**src/rtl/itcp_pkg.sv**
```systemverilog
// Package: shared types and constants of the threshold crossing block.
`default_nettype none
package itcp_pkg;
  localparam int MAX_SUB_STEPS_DEF = 16;
  localparam int FRAC_BITS_DEF = 8;
  localparam int COORD_W = 21;
  localparam int PIX_W = 8;
  localparam int POS_W = 12;
  localparam int KIND_W = 4;
  localparam int TILE_W = 13;
  localparam int CFG_IDX_W = 2;
  localparam int CFG_DATA_W = 13;

  localparam logic [CFG_IDX_W-1:0] REG_THRESHOLD = 2'd0;
  localparam logic [CFG_IDX_W-1:0] REG_SUB_STEPS = 2'd1;
  localparam logic [CFG_IDX_W-1:0] REG_TILE_WIDTH = 2'd2;
  localparam logic [CFG_IDX_W-1:0] REG_TILE_HEIGHT = 2'd3;

  localparam logic [KIND_W-1:0] KIND_CELL = 4'd0;
  localparam logic [KIND_W-1:0] KIND_TOP = 4'd1;
  localparam logic [KIND_W-1:0] KIND_BOTTOM = 4'd2;
  localparam logic [KIND_W-1:0] KIND_LEFT = 4'd3;
  localparam logic [KIND_W-1:0] KIND_RIGHT = 4'd4;
  localparam logic [KIND_W-1:0] KIND_TL = 4'd5;
  localparam logic [KIND_W-1:0] KIND_TR = 4'd6;
  localparam logic [KIND_W-1:0] KIND_BL = 4'd7;
  localparam logic [KIND_W-1:0] KIND_BR = 4'd8;

  typedef enum logic [2:0] {
    ST_IDLE, ST_STEP, ST_TEST, ST_DIV, ST_OUT
  } state_t;

  typedef struct packed {
    logic start;
    logic busy;
  } div_ctl_t;
endpackage
`default_nettype wire

```
**src/rtl/itcp_item_if.sv**
```systemverilog
// Interfaces: input item channel and point channel.
`default_nettype none
interface itcp_item_if;
  import itcp_pkg::*;
  logic valid;
  logic ready;
  logic [KIND_W-1:0] kind;
  logic [PIX_W-1:0] pixel_a;
  logic [PIX_W-1:0] pixel_b;
  logic [PIX_W-1:0] pixel_c;
  logic [PIX_W-1:0] pixel_d;
  logic [POS_W-1:0] cell_col;
  logic [POS_W-1:0] cell_row;
  modport source (output valid, kind, pixel_a, pixel_b, pixel_c, pixel_d,
                  cell_col, cell_row, input ready);
  modport sink (input valid, kind, pixel_a, pixel_b, pixel_c, pixel_d,
                cell_col, cell_row, output ready);
endinterface

interface itcp_point_if;
  import itcp_pkg::*;
  logic valid;
  logic ready;
  logic signed [COORD_W-1:0] point_x;
  logic signed [COORD_W-1:0] point_y;
  logic last_point;
  modport source (output valid, point_x, point_y, last_point, input ready);
  modport sink (input valid, point_x, point_y, last_point, output ready);
endinterface
`default_nettype wire

```
**src/rtl/itcp_divider.sv**
```systemverilog
// Bit-serial restoring divider: quotient = (num << FRAC_BITS) / den.
`default_nettype none
module itcp_divider
  import itcp_pkg::*;
#(
  parameter int FRAC_BITS = FRAC_BITS_DEF,
  parameter int NUM_W = 13
) (
  input  wire logic clk,
  input  wire logic rst,
  input  wire div_ctl_t ctl_in,
  input  wire logic [NUM_W-1:0] num,
  input  wire logic [NUM_W-1:0] den,
  output logic busy,
  output logic [NUM_W+FRAC_BITS-1:0] quot
);
  localparam int QW = NUM_W + FRAC_BITS;
  localparam int CW = $clog2(QW + 1);
  logic [QW-1:0] dividend;
  logic [NUM_W:0] rem;
  logic [NUM_W-1:0] dsr;
  logic [CW-1:0] cnt;
  logic [NUM_W:0] trial;

  assign trial = {rem[NUM_W-1:0], dividend[QW-1]} - {1'b0, dsr};
  assign busy = cnt != '0;

  always_ff @(posedge clk) begin
    if (rst) begin
      cnt <= '0;
    end else if (ctl_in.start) begin
      cnt <= CW'(QW);
    end else if (busy) begin
      cnt <= cnt - 1'b1;
    end
  end

  always_ff @(posedge clk) begin
    if (ctl_in.start) begin
      dividend <= {num, {FRAC_BITS{1'b0}}};
      rem <= '0;
      dsr <= den;
      quot <= '0;
    end else if (busy) begin
      dividend <= {dividend[QW-2:0], 1'b0};
      if (!trial[NUM_W] && dsr != '0) begin
        rem <= trial;
        quot <= {quot[QW-2:0], 1'b1};
      end else begin
        rem <= {rem[NUM_W-1:0], dividend[QW-1]};
        quot <= {quot[QW-2:0], 1'b0};
      end
    end
  end
endmodule
`default_nettype wire

```
**src/rtl/iso_threshold_crossing_points_top.sv**
```systemverilog
// Top level: threshold crossing point generator.
`default_nettype none
// One item at a time. A new request is taken once the last point of the
// current one has moved into the output register. Every border or cell
// crossing starts both bit-serial dividers together and passes through the
// test state, the divider wait and the step state. QW, the quotient width,
// is PIX_W+NW+1+FRAC_BITS, which is 22 at the default parameters. A corner
// needs no division, a border pair is tested once, and an interior cell
// tests each of its 2*(S+1) positions in turn. A consumer that holds off a
// point stalls the walk.
module iso_threshold_crossing_points_top
  import itcp_pkg::*;
#(
  parameter int MAX_SUB_STEPS = MAX_SUB_STEPS_DEF,
  parameter int FRAC_BITS = FRAC_BITS_DEF
) (
  input  wire logic clk,
  input  wire logic rst,
  input  wire logic cfg_we,
  input  wire logic [CFG_IDX_W-1:0] cfg_index,
  input  wire logic [CFG_DATA_W-1:0] cfg_data,
  itcp_item_if.sink item,
  itcp_point_if.source point
);
  localparam int ONE = 1 << FRAC_BITS;
  localparam int NW = $clog2(MAX_SUB_STEPS + 1);
  localparam int DW = PIX_W + NW + 1;   // |X1-X0| up to 255*S
  localparam int QW = DW + FRAC_BITS;
  localparam int WW = 40;               // wide signed work width

  logic [PIX_W-1:0] thr;
  logic [4:0] ssteps;
  logic [TILE_W-1:0] tw, th;

  always_ff @(posedge clk) begin
    if (rst) begin
      thr <= 8'd128; ssteps <= 5'd16; tw <= 13'd64; th <= 13'd64;
    end else if (cfg_we) begin
      unique case (cfg_index)
        REG_THRESHOLD: thr <= cfg_data[7:0];
        REG_SUB_STEPS: ssteps <= cfg_data[4:0];
        REG_TILE_WIDTH: tw <= cfg_data;
        REG_TILE_HEIGHT: th <= cfg_data;
        default: ;
      endcase
    end
  end

  state_t state, state_next;
  logic [KIND_W-1:0] kind;
  logic [PIX_W-1:0] pa, pb, pc, pd;
  logic signed [WW-1:0] bx, by, cxs, cys;
  logic [NW-1:0] s, n;
  logic phase;            // 0: x crossing, 1: y crossing
  logic walked;           // last position tested, no further crossing
  logic signed [WW-1:0] gval;
  logic [NW+FRAC_BITS-1:0] gq;
  logic [DW-1:0] dnum, dden;
  logic signed [WW-1:0] pend_x, pend_y;
  logic [1:0] pend_sel;   // which coordinate takes the quotient
  logic pending;          // a point is waiting to know if it is last
  logic done_all;

  div_ctl_t dctl;
  logic dbusy;
  logic gbusy;
  logic [QW-1:0] dq;

  itcp_divider #(.FRAC_BITS(FRAC_BITS), .NUM_W(DW)) u_div (
    .clk(clk), .rst(rst), .ctl_in(dctl), .num(dnum), .den(dden),
    .busy(dbusy), .quot(dq)
  );
  itcp_divider #(.FRAC_BITS(FRAC_BITS), .NUM_W(NW)) u_gdiv (
    .clk(clk), .rst(rst), .ctl_in(dctl), .num(n), .den(s),
    .busy(gbusy), .quot(gq)
  );

  // crossing test for current n and phase
  logic [DW+1:0] e0, e1, ts;
  logic [NW-1:0] sn;
  always_comb begin
    sn = s - n;
    ts = (DW+2)'(thr) * (DW+2)'(s);
    if (!phase) begin
      e0 = (DW+2)'(pa) * (DW+2)'(sn) + (DW+2)'(pc) * (DW+2)'(n);
      e1 = (DW+2)'(pb) * (DW+2)'(sn) + (DW+2)'(pd) * (DW+2)'(n);
    end else begin
      e0 = (DW+2)'(pa) * (DW+2)'(sn) + (DW+2)'(pb) * (DW+2)'(n);
      e1 = (DW+2)'(pc) * (DW+2)'(sn) + (DW+2)'(pd) * (DW+2)'(n);
    end
  end
  logic hit;
  assign hit = (e0 > ts) != (e1 > ts);

  // divider operands, taken by the divider at the edge that starts it
  always_comb begin
    if (kind == KIND_CELL) begin
      if (e1 > e0) begin dnum = DW'(ts - e0); dden = DW'(e1 - e0); end
      else begin dnum = DW'(e0 - ts); dden = DW'(e0 - e1); end
    end else begin
      if (pb > pa) begin dnum = DW'(thr - pa); dden = DW'(pb - pa); end
      else begin dnum = DW'(pa - thr); dden = DW'(pa - pb); end
    end
  end

  function automatic logic signed [COORD_W-1:0] sat(input logic signed [WW-1:0] v);
    if (v > WW'(signed'(1048575))) return 21'sh0FFFFF;
    if (v < -WW'(signed'(1048576))) return 21'sh100000;
    return v[COORD_W-1:0];
  endfunction

  logic out_v;
  logic signed [COORD_W-1:0] ox_r, oy_r;
  logic olast;
  assign point.valid = out_v;
  assign point.point_x = ox_r;
  assign point.point_y = oy_r;
  assign point.last_point = olast;
  assign item.ready = state == ST_IDLE && !pending;

  logic [2:0] above_cnt;
  logic cnt_ok;
  assign above_cnt = 3'(pa > thr) + 3'(pb > thr) + 3'(pc > thr) + 3'(pd > thr);
  assign cnt_ok = above_cnt != 3'd0 && above_cnt != 3'd4;
  assign done_all = phase && n == s;

  logic out_free;
  logic go_div;
  logic go_on;
  logic emit_go;
  assign out_free = !out_v || point.ready;
  assign go_div = !walked && (kind == KIND_CELL ? (cnt_ok && hit) :
                  (kind <= KIND_RIGHT && ((pa > thr) != (pb > thr))));
  assign go_on = kind == KIND_CELL && cnt_ok && !walked && !done_all;
  // a held point goes out once the next crossing is found or the item ends
  assign emit_go = pending && out_free &&
                   ((state == ST_TEST && go_div) || state == ST_OUT);

  always_ff @(posedge clk) begin
    if (rst) state <= ST_IDLE;
    else state <= state_next;
  end

  always_comb begin
    state_next = state;
    dctl = '{start: 1'b0, busy: dbusy};
    unique case (state)
      ST_IDLE: if (item.valid && item.ready) state_next = ST_STEP;
      ST_STEP: begin
        state_next = ST_TEST;
      end
      ST_TEST: begin
        if (out_free) begin
          if (go_div) begin
            dctl.start = 1'b1;
            state_next = ST_DIV;
          end else if (go_on) begin
            state_next = ST_TEST;
          end else begin
            state_next = ST_OUT;
          end
        end
      end
      ST_DIV: if (!dbusy && !gbusy) state_next = ST_STEP;
      ST_OUT: if (out_free) state_next = ST_IDLE;
      default: state_next = ST_IDLE;
    endcase
  end

  // datapath
  logic signed [WW-1:0] fq;
  assign fq = WW'(dq);
  assign gval = WW'(gq);

  always_ff @(posedge clk) begin
    if (rst) begin
      out_v <= 1'b0; pending <= 1'b0;
    end else begin
      if (emit_go) begin
        out_v <= 1'b1; ox_r <= sat(pend_x); oy_r <= sat(pend_y);
        olast <= state == ST_OUT;
      end else if (point.ready) begin
        out_v <= 1'b0;
      end
      unique case (state)
        ST_IDLE: if (item.valid && item.ready) begin
          kind <= item.kind; pa <= item.pixel_a; pb <= item.pixel_b;
          pc <= item.pixel_c; pd <= item.pixel_d;
          bx <= WW'(item.cell_col) * WW'(ONE) - WW'(tw) * WW'(ONE / 2) + WW'(ONE / 2);
          by <= WW'(item.cell_row) * WW'(ONE) - WW'(th) * WW'(ONE / 2) + WW'(ONE / 2);
          cxs <= WW'(tw) * (ONE / 2);
          cys <= WW'(th) * (ONE / 2);
          s <= ssteps == 5'd0 ? NW'(1) :
               (32'(ssteps) > MAX_SUB_STEPS ? NW'(MAX_SUB_STEPS) : NW'(ssteps));
          n <= '0; phase <= 1'b0; walked <= 1'b0;
          if (item.kind >= KIND_TL && item.kind <= KIND_BR) begin
            if (item.pixel_a > thr) begin
              pending <= 1'b1;
              pend_x <= (item.kind == KIND_TL || item.kind == KIND_BL) ?
                        -(WW'(tw) * (ONE / 2)) : WW'(tw) * (ONE / 2);
              pend_y <= (item.kind == KIND_TL || item.kind == KIND_TR) ?
                        -(WW'(th) * (ONE / 2)) : WW'(th) * (ONE / 2);
            end
          end
        end
        ST_TEST: if (out_free) begin
          if (go_div) pending <= 1'b0;
          walked <= kind != KIND_CELL || done_all;
          pend_sel <= kind == KIND_CELL ? {1'b0, phase} : 2'd2;
          if (phase) n <= n + 1'b1;
          phase <= !phase;
        end
        ST_DIV: if (!dbusy && !gbusy) begin
          pending <= 1'b1;
          unique case (pend_sel)
            2'd0: begin pend_x <= bx + fq; pend_y <= by + gval; end
            2'd1: begin pend_x <= bx + gval; pend_y <= by + fq; end
            default: begin
              unique case (kind)
                KIND_TOP: begin pend_x <= bx + fq; pend_y <= -cys; end
                KIND_BOTTOM: begin pend_x <= bx + fq; pend_y <= cys; end
                KIND_LEFT: begin pend_x <= -cxs; pend_y <= by + fq; end
                default: begin pend_x <= cxs; pend_y <= by + fq; end
              endcase
            end
          endcase
        end
        ST_OUT: if (out_free && pending) begin
          pending <= 1'b0;
        end
        default: ;
      endcase
    end
  end
endmodule
`default_nettype wire
```
**src/flat_wrapper.sv**
```systemverilog
// flat-port wrapper written by rule: the top's interface ports become plain ports
module iso_threshold_crossing_points_top_flat import itcp_pkg::*;
#(
  parameter int MAX_SUB_STEPS = MAX_SUB_STEPS_DEF,
  parameter int FRAC_BITS = FRAC_BITS_DEF
)
  (clk, rst, cfg_we, cfg_index, cfg_data, item_valid, item_kind, item_pixel_a, item_pixel_b, item_pixel_c, item_pixel_d, item_cell_col, item_cell_row, item_ready, point_valid, point_point_x, point_point_y, point_last_point, point_ready);
  itcp_item_if item_i ();
  itcp_point_if point_i ();
  input  wire logic clk;
  input  wire logic rst;
  input  wire logic cfg_we;
  input  wire logic [CFG_IDX_W-1:0] cfg_index;
  input  wire logic [CFG_DATA_W-1:0] cfg_data;
  input wire logic [$bits(item_i.valid)-1:0] item_valid;
  input wire logic [$bits(item_i.kind)-1:0] item_kind;
  input wire logic [$bits(item_i.pixel_a)-1:0] item_pixel_a;
  input wire logic [$bits(item_i.pixel_b)-1:0] item_pixel_b;
  input wire logic [$bits(item_i.pixel_c)-1:0] item_pixel_c;
  input wire logic [$bits(item_i.pixel_d)-1:0] item_pixel_d;
  input wire logic [$bits(item_i.cell_col)-1:0] item_cell_col;
  input wire logic [$bits(item_i.cell_row)-1:0] item_cell_row;
  output wire logic [$bits(item_i.ready)-1:0] item_ready;
  output wire logic [$bits(point_i.valid)-1:0] point_valid;
  output wire logic [$bits(point_i.point_x)-1:0] point_point_x;
  output wire logic [$bits(point_i.point_y)-1:0] point_point_y;
  output wire logic [$bits(point_i.last_point)-1:0] point_last_point;
  input wire logic [$bits(point_i.ready)-1:0] point_ready;
  assign item_i.valid = item_valid;
  assign item_i.kind = item_kind;
  assign item_i.pixel_a = item_pixel_a;
  assign item_i.pixel_b = item_pixel_b;
  assign item_i.pixel_c = item_pixel_c;
  assign item_i.pixel_d = item_pixel_d;
  assign item_i.cell_col = item_cell_col;
  assign item_i.cell_row = item_cell_row;
  assign item_ready = item_i.ready;
  assign point_valid = point_i.valid;
  assign point_point_x = point_i.point_x;
  assign point_point_y = point_i.point_y;
  assign point_last_point = point_i.last_point;
  assign point_i.ready = point_ready;
  iso_threshold_crossing_points_top #(.MAX_SUB_STEPS(MAX_SUB_STEPS), .FRAC_BITS(FRAC_BITS)) u_core (.clk(clk), .rst(rst), .cfg_we(cfg_we), .cfg_index(cfg_index), .cfg_data(cfg_data), .item(item_i), .point(point_i));
endmodule
```
**config.mk**
```make
export PLATFORM = sky130hd
export DESIGN_NAME = iso_threshold_crossing_points_top_flat
export DESIGN_NICKNAME = d
export VERILOG_FILES = /design/src/rtl/itcp_pkg.sv /design/src/rtl/itcp_item_if.sv /design/src/rtl/itcp_divider.sv /design/src/rtl/iso_threshold_crossing_points_top.sv /design/src/flat_wrapper.sv
export SDC_FILE = /design/constraint.sdc
export NUM_CORES = 2
export LEC_CHECK = 0
export ABC_AREA = 1
export BUFFER_PORTS_ARGS = -buffer_cell sky130_fd_sc_hd__buf_2
export CAP_MARGIN = 20
export CORE_MARGIN = 4
export CORE_UTILIZATION = 65
export DETAILED_ROUTE_END_ITERATION = 7
export PLACE_DENSITY = 0.9
export SETUP_SLACK_MARGIN = 0.2
export SLEW_MARGIN = 10
export SYNTH_ARGS = -nofsm -noshare
export SYNTH_HDL_FRONTEND = slang
export SYNTH_SLANG_ARGS = --single-unit
```
**constraint.sdc**
```tcl
create_clock -name clk -period 14.95 [get_ports clk]
set_clock_uncertainty 0.2 [all_clocks]
set_input_delay 2.2425 -clock clk [delete_from_list [all_inputs] [get_ports clk]]
set_output_delay 2.2425 -clock clk [all_outputs]
set_load 0.05 [all_outputs]
```
---- Word-level counts from Yosys, hierarchy flattened ----
Index checks and enable logic that the tools add are counted.
storage, ports and cells
  bits in registers ....................... 424
  input port bits ......................... 80
cells by class
  $add $sub $neg .......................... 33
  multiply operators ...................... 7
  order comparisons ....................... 17
  eq/ne operators ......................... 27
  mux-type cells .......................... 90
  bitwise operators ....................... 1
  reductions and logical operators ........ 63
operator list
  operator                                                                 number
  40-bit case mux with 2 select lines                                      6
  40-bit two-way mux                                                       10
  21-bit two-way mux                                                       8
  20-bit negation with 40-bit output                                       4
  14-bit two-way mux                                                       9
  8-bit by 5-bit multiplier with 13-bit output                             7
  40-bit by 14-bit adder with 40-bit output                                2
  40-bit by 23-bit adder with 40-bit output                                2
  40-bit by 8-bit adder with 40-bit output (second input constant)         2
  40-bit by 21-bit > comparator with 1-bit output (second input constant)  2
  40-bit by 21-bit < comparator with 1-bit output (second input constant)  2
  13-bit by 13-bit adder with 14-bit output                                4
  8-bit > comparator                                                       6
  22-bit two-way mux                                                       2
  20-bit by 20-bit subtractor with 21-bit output                           2
  8-bit by 8-bit subtractor with 9-bit output                              4
  5-bit two-way mux                                                        7
  1-bit two-way mux                                                        32
  14-bit by 13-bit > comparator with 1-bit output                          2
  14-bit subtractor                                                        2
  13-bit two-way mux                                                       2
  3-bit two-way mux                                                        6
  1-bit logical AND                                                        17
  3-bit case mux with 5 select lines                                       1
  other kinds (52)                                                         97

---- Depth between registers and ports, before layout ----
  depth in word-level cells ............... 19
  depth in mapped cells ................... 60
  mapped depth without buffers ............ 57

---- Hierarchy ----
From an unflattened synthesis, not the netlist that was laid out.
second synthesis, totals
  cells, all modules ...................... 4,873
  area total of the unflattened synthesis .. 36,835.3 um2
modules (own cells, without submodules)
  module                             times used  cells each  area an instance (um2)  sequential area each (um2)
  iso_threshold_crossing_points_top  1           4,203       31,642.8                7,757.4
  itcp_divider at u_core.u_div       1           467         3,636.0                 1,661.6
  itcp_divider at u_core.u_gdiv      1           203         1,556.5                 740.7

---- Least setup slack after synthesis ----
OpenSTA, ideal clock, no wires.
  kind .................................... flip-flop to flip-flop
  start point ............................. register u_core.s[0]
  end point ............................... register u_core.olast, in the netlist u_core.point.last_point (enable)
  setup time .............................. 0.444 ns
  arrival time ............................ 10.982 ns
  required time ........................... 14.306 ns
  setup slack ............................. 3.324 ns
  stages on the path, launching flop included .. 55
  buffers on the path ..................... 2
  period minus slack after synthesis ...... 11.626 ns
  path through ............................ edfxtp_1 clkbuf_1 inv_1 ha_1 inv_1 fa_1 a21oi_1 nor2_1 nor2_1 inv_1 or2_2 nand2_1 inv_1 clkbuf_1 nand2_1 fa_1 fa_1 fa_1 [19 not listed] nand2_1 nand2_1 inv_1 ha_1 nand4_1 nor2_1 nand2_1 nand3_2 nand2_1 a21oi_2 a21oi_1 nand2_1 nand3_2 nand2_4 nand2_1 nand2_1 nand2_1 nor2_1
between the ends
  word-level cells in the longest chain between the ends .. 13
  elaborated cells between the ends (all ways) .. 21
RTL lines
  element                                                          RTL line                                  source
  start, declared                                                  iso_threshold_crossing_points_top.sv:53   logic [NW-1:0] s, n;
  start signal, assigned                                           iso_threshold_crossing_points_top.sv:193  s <= ssteps == 5'd0 ? NW'(1) :
  5-bit subtractor                                                 iso_threshold_crossing_points_top.sv:82   sn = s - n;
  8-bit by 5-bit multiplier with 13-bit output (on tied branches)  -
  13-bit by 13-bit adder with 14-bit output (on tied branches)     -
  14-bit two-way mux                                               iso_threshold_crossing_points_top.sv:84   if (!phase) begin
  14-bit by 13-bit > comparator with 1-bit output                  iso_threshold_crossing_points_top.sv:93   assign hit = (e0 > ts) != (e1 > ts);
  1-bit inequality test *                                          iso_threshold_crossing_points_top.sv:93
  1-bit logical AND *                                              iso_threshold_crossing_points_top.sv:132  assign go_div = !walked && (kind == KIND_CELL ? (cnt_ok && hit) :
  1-bit two-way mux *                                              iso_threshold_crossing_points_top.sv:132
  1-bit logical AND *                                              iso_threshold_crossing_points_top.sv:132
  1-bit logical AND *                                              iso_threshold_crossing_points_top.sv:137  ((state == ST_TEST && go_div) || state == ST_OUT);
  1-bit logical OR *                                               iso_threshold_crossing_points_top.sv:137
  1-bit logical AND *                                              iso_threshold_crossing_points_top.sv:136  assign emit_go = pending && out_free &&
  2-bit AND reduction (no source line) *                           -
  end signal, assigned                                             iso_threshold_crossing_points_top.sv:181  olast <= state == ST_OUT;
  end, declared                                                    iso_threshold_crossing_points_top.sv:114  logic olast;
Mark *: on every way between the ends. The rest lies on a longest branch, timed or not.
A chain may end at the register's enable or synchronous reset.

---- Worst setup path after layout ----
  start point ............................. register u_core.n[3]
  end point ............................... register u_core.u_div.dividend[20] (enable)
between the ends
  word-level cells in the longest chain between the ends .. 13
  elaborated cells between the ends (all ways) .. 23
RTL lines
  element                                                          RTL line                                  source
  start, declared                                                  iso_threshold_crossing_points_top.sv:53
  start signal, assigned                                           iso_threshold_crossing_points_top.sv:210  if (phase) n <= n + 1'b1;
  5-bit subtractor                                                 iso_threshold_crossing_points_top.sv:82
  8-bit by 5-bit multiplier with 13-bit output (on tied branches)  -
  13-bit by 13-bit adder with 14-bit output (on tied branches)     -
  14-bit two-way mux                                               iso_threshold_crossing_points_top.sv:84
  14-bit by 13-bit > comparator with 1-bit output                  iso_threshold_crossing_points_top.sv:93
  1-bit inequality test *                                          iso_threshold_crossing_points_top.sv:93
  1-bit logical AND *                                              iso_threshold_crossing_points_top.sv:132
  1-bit two-way mux *                                              iso_threshold_crossing_points_top.sv:132
  1-bit logical AND *                                              iso_threshold_crossing_points_top.sv:132
  1-bit two-way mux *                                              iso_threshold_crossing_points_top.sv:154  if (go_div) begin
  1-bit two-way mux *                                              iso_threshold_crossing_points_top.sv:153  if (out_free) begin
  1-bit two-way mux *                                              iso_threshold_crossing_points_top.sv:147  unique case (state)
  2-bit nonzero test (no source line) *                            -
  end signal, assigned                                             itcp_divider.sv:40                        dividend <= {num, {FRAC_BITS{1'b0}}};
  end signal, assigned                                             itcp_divider.sv:45                        dividend <= {dividend[QW-2:0], 1'b0};
  end, declared                                                    itcp_divider.sv:19                        logic [QW-1:0] dividend;
Marks and branches as above.

==> out/qor_table.md <==
| Item | Reported |
| --- | --- |
| Type of element capturing the critical path | flip-flop |
| Number of max-slew violations in the final report | 0 |
| Status | completed |
| CTS clk-pin slew, worst paths | 0.07 ns |
| Clock root buffer | clkbuf_16 |
| Finished Layout Cells | 6,234 |
| Starting density of the core | 65.6% |
| Floorplan Core Area | 61,600 um2 |
| Number of port buffers | 124 |
| Width of the chip | 257 um |
| Clock sink count | 410 |
| Clock buffers created by TritonCTS | 44 |
| Worst-Margin Slew | 1.10 ns |
| Count of routing violations after the opening detailed-route iteration | 3,661 |
| Share of flip-flops with an asynchronous set or reset | 0% |
| Worst-skew pair later-pin latency | 0.60 ns |
| Global-route wire length before repair | 186 mm |
| Min-Delay Endpoint | u_core.cxs[10] |
| Count of unresolved DRC violations after routing | 0 |
| Routed vias/inst | 5.93 |
| Top Ports | 125 |
| Instance count of the mapped netlist | 5,304 |
| Layout Utilization | 70.1% |
| Worst slew margin | 26.4% |
| Cell mode on critical path | nand2_1 |
| Placement row count | 91 |
| GR Util All Layers | 35.1% |
| Hold violation total from the final report | 0 |
| Setup repair after global routing missed its margin | no |
| End of the worst register-to-register path | u_core.u_div.dividend[20] |
| Prevailing post-synth register cell | edfxtp_1 |
| GP Congestion | 1.01 |
| Via count | 37,000 |
| Commonest cells after routing, fill and taps aside | nand2_1, inv_1, ha_1 |
| Total placed instance area | 41,600 um2 |
| Fill count | 4,920 |
| Detailed placer's ending HPWL | 93.0 mm |
| Clock Path Buffers | 3 |
| Cell area after layout | 43,200 um2 |
| Average cell area after synthesis | 7.61 um2 |
| Fraction of layout cells with a size suffix above 1 | 8.77% |
| Accumulated negative setup slack | 0 ns |
| Count of buffers added by post-CTS timing repair for setup | 0 |
| H-tree levels | 2 |
| Origin of the worst min-delay path | u_core.tw[3] |
| Vias in the first global route | 35,500 |
| Register-to-register setup slack | 2.84 ns |
| Remaining number of nets flagged by the antenna check after routing | 0 |
| Post-synthesis instance area | 40,400 um2 |
| Critical path required time | 14.98 ns |
| Count of flip-flops with a built-in enable after synthesis | 303 |
| Commonest non-fill, non-tap cell in the layout | nand2_1 |
| Worst endpoint data arrival time | 12.14 ns |
| Initial antenna violation count | 1 |
| Height of the die | 257 um |
| Sequential cell area fraction in the yosys report | 27.8% |
| Nets | 6,025 |
| Average detailed-routed wire length per instance | 19.1 um |
| Crit-path max FO | 30 |
| Aggregate global routing overflow | 0 |
| Clock tree from TritonCTS | yes |
| Maximum number of pins on one net before global-route repair | 81 |
| Netlist cell types | 77 |
| Kind of launch point of the worst setup path | flip-flop |
| Crit path largest cell delay | 1.03 ns |
| Final count of negative-setup-slack endpoints | 0 |
| Total buffers and inverters traversed by the critical path | 9 |
| Max-cap violations | 0 |
| Number of buffers added to fix hold violations after cts | 0 |
| Die area | 66,200 um2 |
| Post-route clock period utilization | 81.0% |
| Cell family contributing the most delay on the critical path | adder cells |
| Source of the worst register-to-register timing path | u_core.n[3] |
| Clock period minus final worst setup slack | 12.11 ns |
| Layout Area Growth over Synthesis | 6.93% |
| Worst hold path type | flip-flop to flip-flop |
| Number of register bits inferred by synthesis | 410 |
| Highest clock rate | 82.6 MHz |
| Inst Count DP | 6,149 |
| DR pass1 iterations | 6 |
| Yosys warnings | 0 |
| Cell at the slowest stage of the critical path | edfxtp_1 |
| Worst Hold Depth | 0 |
| Cell count of the worst reg-to-reg path | 49 |
| Synthesized Nets | 5,968 |
| Number of gates resized after cts | 0 |
| Critical path type | flip-flop to flip-flop |
| Drt total wl | 119 mm |
flip-flops by register name, summed over array words and instances, names as in the netlist, 14 cells and up:
name and cells:
u_core.point.point_y 21, u_core.by 33, u_core.point.point_x 21, u_core.u_div.dividend 14, u_core.u_div.rem 14, u_core.u_div.quot 22, u_core.pend_x 40, u_core.u_div.dsr 14
u_core.bx 33, u_core.pend_y 40
through the flow:
stage	hold WS (ns)	setup slack, ns
floorplan	0.208	3.32
global placement	0.230	3.25
detailed placement	0.247	2.99
CTS	0.263	2.95
global route	0.274	2.00
finish	0.256	2.84
cells by family (layout without fill, tap and decap cells):
logic type      Yosys count  count (layout)  synth area share, %
fa+ha+maj               584             584                 21.6
mux                       2               2               0.0496
compound gates          915             915                 13.9
flops                   410             410                 27.8
other cells               0               1                    0
simple gates           2161            2161                 22.7
buf+inv                1070            1162                 10.3
xor+xnor                162             162                 3.61
worst max path at each step:
stage,from,endpoint,cells after the start
after floorplan,u_core.s[0],u_core.point.last_point,54
after global placement,u_core.n[3],u_core.point.point_y[20],50
after detailed placement,u_core.n[3],u_core.point.point_y[20],50
after CTS,u_core.n[3],u_core.point.point_y[19],50
after global routing,u_core.n[3],u_core.u_div.cnt[0],51
final,u_core.n[3],u_core.u_div.dividend[20],49
routing by layer:
layer  wire length, um  up-vias  part of all wire (%)  GRT usage, %
met5                 0        -                     0             0
li1                  -    17500                     -             -
met2             54800     1890                    46          58.5
met4              9610        0                   8.1          22.4
met1             43900    17100                    37          42.6
met3             10700      489                   9.0          5.43
cell usage after synthesis (56+ instances only):
master	instances	share of area [%]
inv_1	858	8.0
nor3_1	83	1.0
edfxtp_1	303	23
clkbuf_1	110	1.0
nor2_1	328	3.0
nand4_1	56	0.87
a21oi_1	375	4.6
dfxtp_1	107	5.3
xor2_1	110	2.4
o21ai_0	256	3.2
ha_1	396	12
fa_1	188	9.3
or2_2	61	0.95
nand2_1	1278	12
nand3_1	279	3.5
final cells by class:
cell class,instances,area [um2],area share (%)
flip-flops and latches,410,11200,26.0
diodes,1,2.50,0.00580
clock buffers,63,1290,2.98
clock inverters,18,175,0.406
well taps,837,1050,2.43
multi-input cells,3824,25000,58.0
inverters,920,3450,8.00
repair buffers,161,931,2.16
Power is left out: the tool's default activity adds up to more than one toggle a clock period on the data nets, which glitch-free logic cannot reach.
